### src/rtl/mab_pkg.sv
// Shared types, constants and helpers for the masked alpha blend pixel block.
// Used by mab_mask, masked_alpha_blend_pixel and the testbench; depends on nothing.

package mab_pkg;

   // Register indexes on the configuration port.
   localparam logic [1:0] CSR_MASK_MODE       = 2'd0;
   localparam logic [1:0] CSR_CORNER_FRACTION = 2'd1;
   localparam logic [1:0] CSR_OPACITY         = 2'd2;

   // Fixed-point constants.
   localparam logic [16:0] ONE_Q16      = 17'd65536;
   localparam logic [15:0] HALF_Q16     = 16'd32768;
   localparam logic [23:0] ALPHA_ROUND  = 24'd32768;
   localparam logic [7:0]  CHAN_MAX     = 8'd255;
   localparam logic [15:0] MIX_ROUND    = 16'd127;
   localparam logic [7:0]  ALPHA_OPAQUE = 8'hFF;
   localparam logic [32:0] CIRCLE_LIMIT = 33'h1_0000_0000;

   // Mask shapes. The unused code behaves as no mask.
   typedef enum logic [1:0] {
      MASK_NONE    = 2'd0,
      MASK_CIRCLE  = 2'd1,
      MASK_ROUNDED = 2'd2
   } mask_mode_type;

   // Mask settings handed to the coverage unit.
   typedef struct packed {
      logic [1:0]  mode;
      logic [15:0] radius;   // corner radius, already clamped to one half
   } mask_cfg_type;

   // Exact floor(x / 255) for the blend sums, which stay below 65408.
   function automatic logic [7:0] div255(input logic [15:0] x);
      logic [16:0] t;
      t = {1'b0, x} + {9'd0, x[15:8]} + 17'd1;
      return t[15:8];
   endfunction

endpackage

### src/rtl/mab_mask.sv
// Shape mask coverage unit: three register stages from position to covered flag.
// Depends on mab_pkg for the mask mode codes and the settings struct.

module mab_mask (
   input  logic                  clock,
   input  mab_pkg::mask_cfg_type cfg,
   input  logic signed [18:0]    mask_u,
   input  logic signed [18:0]    mask_v,
   output logic                  covered
);

   localparam logic signed [20:0] ONE_S = 21'sd65536;

   mab_pkg::mask_mode_type kind1_ff, kind1_in, kind2_ff;
   logic signed [20:0] du1_ff, du1_in, dv1_ff, dv1_in;
   logic [15:0]        radius1_ff;
   logic [39:0]        squ2_ff, squ2_in, sqv2_ff, sqv2_in;
   logic [32:0]        limit2_ff, limit2_in;
   logic               covered3_ff, covered3_in;

   logic signed [20:0] u_w, v_w, r_w, far_w;
   logic signed [20:0] ru_w, ur_w, rv_w, vr_w;
   logic signed [41:0] pu_w, pv_w;
   logic [40:0]        dist_w;

   // Stage 1: offsets from the circle center or from the rounded corner.
   always_comb begin
      u_w   = 21'(mask_u);
      v_w   = 21'(mask_v);
      r_w   = signed'({5'd0, cfg.radius});
      far_w = ONE_S - r_w;
      ru_w  = r_w - u_w;
      ur_w  = u_w - far_w;
      rv_w  = r_w - v_w;
      vr_w  = v_w - far_w;
      du1_in = '0;
      dv1_in = '0;
      unique case (cfg.mode)
         mab_pkg::MASK_CIRCLE: begin
            kind1_in = mab_pkg::MASK_CIRCLE;
            du1_in   = (u_w <<< 1) - ONE_S;
            dv1_in   = (v_w <<< 1) - ONE_S;
         end
         mab_pkg::MASK_ROUNDED: begin
            kind1_in = mab_pkg::MASK_ROUNDED;
            if (ru_w > du1_in) du1_in = ru_w;
            if (ur_w > du1_in) du1_in = ur_w;
            if (rv_w > dv1_in) dv1_in = rv_w;
            if (vr_w > dv1_in) dv1_in = vr_w;
         end
         default: begin
            kind1_in = mab_pkg::MASK_NONE;
         end
      endcase
   end

   // Stage 2: squared offsets and the squared radius to compare against.
   always_comb begin
      pu_w    = du1_ff * du1_ff;
      pv_w    = dv1_ff * dv1_ff;
      squ2_in = pu_w[39:0];
      sqv2_in = pv_w[39:0];
      if (kind1_ff == mab_pkg::MASK_CIRCLE) begin
         limit2_in = mab_pkg::CIRCLE_LIMIT;
      end else begin
         limit2_in = {1'b0, 32'(radius1_ff * radius1_ff)};
      end
   end

   // Stage 3: the distance test.
   always_comb begin
      dist_w      = {1'b0, squ2_ff} + {1'b0, sqv2_ff};
      covered3_in = (kind2_ff == mab_pkg::MASK_NONE) || (dist_w <= {8'd0, limit2_ff});
   end

   always_ff @(posedge clock) begin
      kind1_ff    <= kind1_in;
      du1_ff      <= du1_in;
      dv1_ff      <= dv1_in;
      radius1_ff  <= cfg.radius;
      kind2_ff    <= kind1_ff;
      squ2_ff     <= squ2_in;
      sqv2_ff     <= sqv2_in;
      limit2_ff   <= limit2_in;
      covered3_ff <= covered3_in;
   end

   assign covered = covered3_ff;

endmodule

### src/rtl/masked_alpha_blend_pixel.sv
// Top level of the masked source-over alpha blend pixel block.
// Depends on mab_pkg and instantiates the coverage unit mab_mask.

// A request carries one straight-alpha source pixel, one RGB destination pixel
// and the pixel center's position in the mask box (Q2.16). A request is taken
// at each rising edge where start is high and busy is low; busy is high only
// while reset is held, so one request can enter every clock cycle.
// Each request gives exactly one result: rsp_strobe is high for one cycle with
// rsp_out_pixel and rsp_write_enable, in request order.
// The receiver cannot hold results off, and the block never needs to.
// Throughput is one pixel per cycle while reset is low. The four register stages
// are offsets and scaled alpha, squares and channel products, distance test and
// division by 255, then the output register.
// The csr_ port writes one of mask mode, corner fraction or opacity, chosen by csr_index;
// write it only while no request is in flight.
// Reset clears the pipeline valid bits and restores mask mode none,
// corner fraction zero and full opacity.

module masked_alpha_blend_pixel (
   input  logic               clock,
   input  logic               reset,
   input  logic               start,
   output logic               busy,
   input  logic [31:0]        req_src_pixel,
   input  logic [23:0]        req_dst_pixel,
   input  logic signed [18:0] req_mask_u,
   input  logic signed [18:0] req_mask_v,
   output logic               rsp_strobe,
   output logic [31:0]        rsp_out_pixel,
   output logic               rsp_write_enable,
   input  logic               csr_write_enable,
   input  logic [1:0]         csr_index,
   input  logic [16:0]        csr_write_data
);

   logic [1:0]  mask_mode_ff;
   logic [15:0] corner_fraction_ff;
   logic [16:0] opacity_ff;

   logic [16:0]           opacity_sat_w;
   mab_pkg::mask_cfg_type mask_cfg_w;
   logic                  accept_w;
   logic                  covered_w;

   logic        v1_ff, v2_ff, v3_ff, v4_ff;
   logic [23:0] src1_ff, dst1_ff;
   logic [7:0]  b1_ff, b1_in;
   logic [24:0] alpha_prod_w;
   logic [15:0] x2_ff [3];
   logic [15:0] x2_in [3];
   logic        cand2_ff, cand3_ff;
   logic [7:0]  q3_ff [3];
   logic [7:0]  q3_in [3];
   logic [31:0] out4_ff, out4_in;
   logic        we4_ff, we4_in;

   assign busy     = reset;
   assign accept_w = start && !busy;

   // Configuration registers.
   always_ff @(posedge clock) begin
      if (reset) begin
         mask_mode_ff       <= mab_pkg::MASK_NONE;
         corner_fraction_ff <= '0;
         opacity_ff         <= mab_pkg::ONE_Q16;
      end else if (csr_write_enable) begin
         unique case (csr_index)
            mab_pkg::CSR_MASK_MODE:       mask_mode_ff       <= csr_write_data[1:0];
            mab_pkg::CSR_CORNER_FRACTION: corner_fraction_ff <= csr_write_data[15:0];
            mab_pkg::CSR_OPACITY:         opacity_ff         <= csr_write_data;
            default: begin
            end
         endcase
      end
   end

   // Saturate opacity to one and the corner radius to one half.
   always_comb begin
      opacity_sat_w   = (opacity_ff > mab_pkg::ONE_Q16) ? mab_pkg::ONE_Q16 : opacity_ff;
      mask_cfg_w.mode = mask_mode_ff;
      mask_cfg_w.radius = (corner_fraction_ff > mab_pkg::HALF_Q16) ?
                          mab_pkg::HALF_Q16 : corner_fraction_ff;
   end

   mab_mask u_mask (
      .clock   (clock),
      .cfg     (mask_cfg_w),
      .mask_u  (req_mask_u),
      .mask_v  (req_mask_v),
      .covered (covered_w)
   );

   // Stage 1: source alpha scaled by opacity, rounding halves up.
   always_comb begin
      alpha_prod_w = 25'(opacity_sat_w * req_src_pixel[31:24]) + 25'(mab_pkg::ALPHA_ROUND);
      b1_in        = alpha_prod_w[23:16];
   end

   // Stage 2: per-channel weighted sums with the rounding term.
   always_comb begin
      for (int c = 0; c < 3; c++) begin
         x2_in[c] = 16'(src1_ff[8*c +: 8] * b1_ff)
                  + 16'(dst1_ff[8*c +: 8] * (mab_pkg::CHAN_MAX - b1_ff))
                  + mab_pkg::MIX_ROUND;
      end
   end

   // Stage 3: division by 255.
   always_comb begin
      for (int c = 0; c < 3; c++) begin
         q3_in[c] = mab_pkg::div255(x2_ff[c]);
      end
   end

   // Stage 4: join coverage with the blend and form the result.
   always_comb begin
      we4_in  = v3_ff && cand3_ff && covered_w;
      out4_in = we4_in ? {mab_pkg::ALPHA_OPAQUE, q3_ff[2], q3_ff[1], q3_ff[0]} : '0;
   end

   // Data registers of the pipeline.
   always_ff @(posedge clock) begin
      src1_ff  <= req_src_pixel[23:0];
      dst1_ff  <= req_dst_pixel;
      b1_ff    <= b1_in;
      x2_ff    <= x2_in;
      cand2_ff <= (b1_ff != 8'd0);
      q3_ff    <= q3_in;
      cand3_ff <= cand2_ff;
      out4_ff  <= out4_in;
   end

   // Valid bits and the write flag travel with the data.
   always_ff @(posedge clock) begin
      if (reset) begin
         v1_ff  <= 1'b0;
         v2_ff  <= 1'b0;
         v3_ff  <= 1'b0;
         v4_ff  <= 1'b0;
         we4_ff <= 1'b0;
      end else begin
         v1_ff  <= accept_w;
         v2_ff  <= v1_ff;
         v3_ff  <= v2_ff;
         v4_ff  <= v3_ff;
         we4_ff <= we4_in;
      end
   end

   assign rsp_strobe       = v4_ff;
   assign rsp_out_pixel    = out4_ff;
   assign rsp_write_enable = we4_ff;

   // Every accepted request yields one result on rsp_strobe.
   a_result_latency: assert property (@(posedge clock) disable iff (reset)
      rsp_strobe == $past(accept_w, 4))
      else $error("result strobe does not match a request four cycles earlier");

   // A write is only flagged on a delivered result, and it is always opaque.
   a_write_opaque: assert property (@(posedge clock) disable iff (reset)
      rsp_write_enable |-> (rsp_strobe && rsp_out_pixel[31:24] == mab_pkg::ALPHA_OPAQUE))
      else $error("write flag without a strobe or with a non-opaque pixel");

   // A result that does not write carries a zero pixel.
   a_no_write_zero: assert property (@(posedge clock) disable iff (reset)
      (rsp_strobe && !rsp_write_enable) |-> (rsp_out_pixel == 32'd0))
      else $error("result without write carries a nonzero pixel");

endmodule

### config.mk
export PLATFORM = sky130hd
export DESIGN_NAME = masked_alpha_blend_pixel
export DESIGN_NICKNAME = d
export VERILOG_FILES = /design/src/rtl/mab_pkg.sv /design/src/rtl/mab_mask.sv /design/src/rtl/masked_alpha_blend_pixel.sv
export SDC_FILE = /design/constraint.sdc
export NUM_CORES = 2
export LEC_CHECK = 0
export ABC_CLOCK_PERIOD_IN_PS = 9000
export BUFFER_PORTS_ARGS = -buffer_cell sky130_fd_sc_hd__buf_2
export CAP_MARGIN = 20
export CELL_PAD_IN_SITES_DETAIL_PLACEMENT = 0
export CELL_PAD_IN_SITES_GLOBAL_PLACEMENT = 2
export CORE_ASPECT_RATIO = 0.9
export CORE_UTILIZATION = 43
export DETAILED_ROUTE_END_ITERATION = 8
export GPL_ROUTABILITY_DRIVEN = 1
export HOLD_SLACK_MARGIN = 0.1
export PLACE_DENSITY = 0.93
export RECOVER_POWER = 50
export SYNTH_ARGS = -nofsm -noshare
export SYNTH_HDL_FRONTEND = slang
export SYNTH_SLANG_ARGS = --single-unit
### constraint.sdc
create_clock -name clock -period 9 [get_ports clock]
set_clock_uncertainty 0.15 [all_clocks]
set_input_delay 0.45 -clock clock [delete_from_list [all_inputs] [get_ports clock]]
set_output_delay 0.45 -clock clock [all_outputs]
set_load 0.005 [all_outputs]
==> flow_metrics.py <==
metrics = {
    "critical_path": {
        "cpPeakStageDelay_ps": 720,
        "crit_arrival_ps": 8530,
        "cp-end-kind": "flop",
        "start_kind": "flop",
        "crit_type": "reg2reg",
        "path_max_fanout": 24,
        "cp.required_ps": 9280,
        "crit_slowest_cell": "clkbuf_1",
        "ff2ff_setup_slack_ps": 750,
        "r2r-start": "corner_fraction_ff[15]$_SDFFE_PP0P_",
        "reg2reg_to": "u_mask.dv1_ff[1]$_DFF_P_",
        "path_cells": "clkbuf_1 -> nand2b_1 -> ha_1 -> or3b_2 -> o311ai_0 -> o21ai_0 -> ha_1 -> nor3_1 -> o211ai_1 -> a31oi_1 -> a21oi_1 -> and4_1 -> o31ai_1 -> nand2b_1 -> a211oi_1 -> xor2_1 -> ha_1 -> nand2_1 -> nor2_1 -> nand2_1 -> a2111oi_0 -> nor2_1 -> a211o_1 -> o21ai_0",
        "cp_common_cell": "ha_1",
        "reg2regPathDepth": 24,
    },
    "synthesis": {
        "yosys_warnings": 0,
        "synth_nets": 9792,
        "synth_top_area_frac": 0.393,
        "yosys.area.top_type": "fa_1",
        "async_flop_share": 0,
        "syn_avg_cell_area_um2": 9.29,
        "synth_cell_type_count": 86,
        "syn-cell-area_mm2": 0.0700,
        "synth_edf_count": 0,
        "synth_seq_area_share": 0.105,
        "synth.top_cells.by_area": "fa_1 39%, ha_1 14%, dfxtp_1 11%",
        "netlist_instances": 7536,
        "synth-seq-cells": 368,
        "synth-main-ff-cell": "dfxtp_1",
    },
    "cells_and_area": {
        "area_delta_synth_final_pct": 7.75,
        "nNetsFinal": 9928,
        "drive_above_1_share": 0.0411,
        "fill_cells": 15400,
        "utilization": 0.466,
    },
    "global_route": {
        "grt_max_degree": 50,
        "grt_overflow": 0,
        "track_usage": 0.224,
        "grt_pass1_vias": 53600,
        "grt_pass1_wl_um": 290000,
        "antenna_found_initial": 27,
    },
    "die": {
        "die_h_um": 385,
        "core-area_mm2": 0.162,
        "die_w_um": 427,
        "start_util": 0.433,
        "io_pins": 152,
        "die_area_mm2": 0.164,
        "row_count": 140,
    },
    "cts": {
        "numCtsBuffers": 44,
        "cts_setup_buffers": 0,
        "cts.clk_slew.worst_paths_ps": 60,
        "cts_resized": 0,
        "htree_levels": 2,
        "clkLatencyLatePin_ps": 620,
        "clockBufferDepth": 3,
        "cts_tree": "built",
        "clock_sinks": 368,
        "root_buffer": "clkbuf_16",
        "postCtsHoldBufs": 76,
    },
    "worst_hold_path": {
        "hold_path_depth": 4,
        "hp-start": "req_mask_u[15]",
        "hold_end": "u_mask.du1_ff[19]$_DFF_P_",
        "hp-class": "in2reg",
    },
    "placement": {
        "dp_hpwl_um": 151000,
        "gp_congestion": 0.895,
        "io_buffers": 151,
        "place_ws_ps": 867,
    },
    "detailed_routing": {
        "wl_per_cell_um": 18.1,
        "drt_first_iter_violations": 2659,
        "routed_wl_um": 178000,
        "viasPerCell": 5.08,
        "drc_errors": 0,
        "num_vias": 50100,
        "dr.pass1.iters": 6,
        "ant_nets": 0,
    },
    "timing": {
        "timing.slew.headroom": -0.562,
        "setup-violations-final": 0,
        "post-route-period-util": 0.916,
        "finalHoldViolations": 0,
        "slew_violations": 126,
        "fin_ws_ps": 753,
        "period_minus_slack_ps": 8250,
        "setup-tns-final_ps": 0,
        "worst_pin_slew_ps": 2340,
        "rsz0062_at_grt": "false",
        "fmax_ghz": 0.121,
    },
    "flow_run": {
        "cap_violations": 3,
    },
    "run_status": {
        "failed_checks": "max-capacitance violations, max-slew violations",
        "status": "finished, violations left",
    },
    "power": {
        "powerDensity_mw_per_mm2": 238,
        "leakage_nw": 38.0,
        "peakVddDrop_mv": 0.906,
    },
}
stage by stage:
stage / std cells / area, um^2 / hold slack, ps / total power (W)
floorplan: 7536 / 70000 / 160 / 0.0134
global placement: 9676 / 73100 / 166 / 0.0159
detailed placement: 9677 / 73100 / 166 / 0.0160
CTS: 9835 / 75400 / 103 / 0.0181
global route: 9849 / 75400 / 150 / 0.0202
finish: 9851 / 75400 / 133 / 0.0179
cells in the mapped netlist, types with 14 or more instances:
cell type  number
and3_1         43
a21oi_1       231
fa_1         1373
dfxtp_1       368
buf_1          14
and2_1        440
a21o_1        122
clkbuf_1      192
or3_1          23
inv_1        1718
nor4_1         20
nor3_1         69
xor2_1         91
nand2_1       639
o21ai_0       120
or2_2          20
nand3_1        52
a31oi_1        21
ha_1          766
nand2b_1      152
nor2_1        254
a2111oi_0      14
o21bai_1       34
xnor2_1       218
nor2b_1       164
a211oi_1       37
o211ai_1       21
nand4_1        24
o21a_1         67
cell type report:
class	instances	area [um^2]	area share
Tap cell	2130	2670	0.0353
Clock buffer	55	1170	0.0155
Sequential cell	368	7370	0.0978
Clock inverter	27	383	0.00508
Inverter	1718	6450	0.0855
Antenna cell	13	32.5	0.000431
Timing Repair Buffer	312	2080	0.0275
Multi-Input combinational cell	5228	55300	0.733
metal layers:
metal	GRT usage	routed length, um	vias up
met1	0.306	79200	25400
li1	-	-	23400
met3	0.0232	8180	230
met4	0.0601	4870	0
met2	0.377	85700	1092
met5	0	0	-
flip-flops by register name (all words and copies together), names as in the netlist, 2 cells and up:
name                flops
mask_mode_ff            2
u_mask.sqv2_ff         39
x2_ff                  48
u_mask.limit2_ff       32
b1_ff                   8
opacity_ff             17
u_mask.squ2_ff         39
u_mask.kind1_ff         2
q3_ff                  24
u_mask.kind2_ff         2
u_mask.radius1_ff      16
corner_fraction_ff     16
u_mask.du1_ff          21
dst1_ff                24
u_mask.dv1_ff          21
rsp_out_pixel          25
src1_ff                24
where the power goes:
group / switching, W / leakage (nW) / internal, W
clock: 0.000815 / 0.750 / 0.00115
sequential: 0.000207 / 3.02 / 0.00214
combinational: 0.00723 / 34.2 / 0.00640
how the worst max path moves through the flow:
stage                                                    from                         end
after floorplan                     u_mask.dv1_ff[20]$_DFF_P_  u_mask.sqv2_ff[38]$_DFF_P_
after global placement               u_mask.dv1_ff[8]$_DFF_P_  u_mask.sqv2_ff[38]$_DFF_P_
after detailed placement             u_mask.dv1_ff[8]$_DFF_P_  u_mask.sqv2_ff[38]$_DFF_P_
after CTS                            u_mask.dv1_ff[8]$_DFF_P_  u_mask.sqv2_ff[38]$_DFF_P_
after global routing      corner_fraction_ff[15]$_SDFFE_PP0P_    u_mask.dv1_ff[7]$_DFF_P_
final                     corner_fraction_ff[15]$_SDFFE_PP0P_    u_mask.dv1_ff[1]$_DFF_P_
kinds of logic after synthesis:
family	after synthesis	share of synthesized area
adder cells (fa/ha/maj)	2139	0.530
AND/OR/NAND/NOR	1950	0.142
AO/OA/AOI/OAI	821	0.0781
multiplexers	9	0.00134
XOR/XNOR	309	0.0387
buffers and inverters	1940	0.105
flip-flops	368	0.105
cell usage in the layout (no fill, tap or decap), types with 21 or more instances in the layout:
cell           Yosys  routed
or3_1             23      23
and3_1            43      43
buf_4              9      76
a21oi_1          231     231
nand4_1           24      24
fa_1            1373    1373
nand2_1          639     639
dlygate4sd3_1      0      76
o21bai_1          34      34
o21ai_0          120     120
clkbuf_16          0      44
and2_0             0      22
nor2_1           254     254
o211ai_1          21      21
xor2_1            91      91
buf_2              1     114
clkbuf_1         192      53
xnor2_1          218     218
dfxtp_1          368     362
ha_1             766     766
nand3_1           52      52
nand2b_1         152     152
and2_1           440     418
nor3_1            69      68
a21o_1           122     122
inv_1           1718    1718
a211oi_1          37      37
o21a_1            67      67
nor2b_1          164     162
a31oi_1           21      21
critical path: cells and delay by family (launching register included):
family / cells / cell delay [ps]
flops: 1 / 500
fa+ha+maj: 3 / 900
simple gates: 9 / 2240
buf+inv: 1 / 720
xor+xnor: 1 / 130
compound gates: 10 / 3400
(Power assumes the default switching activity.)
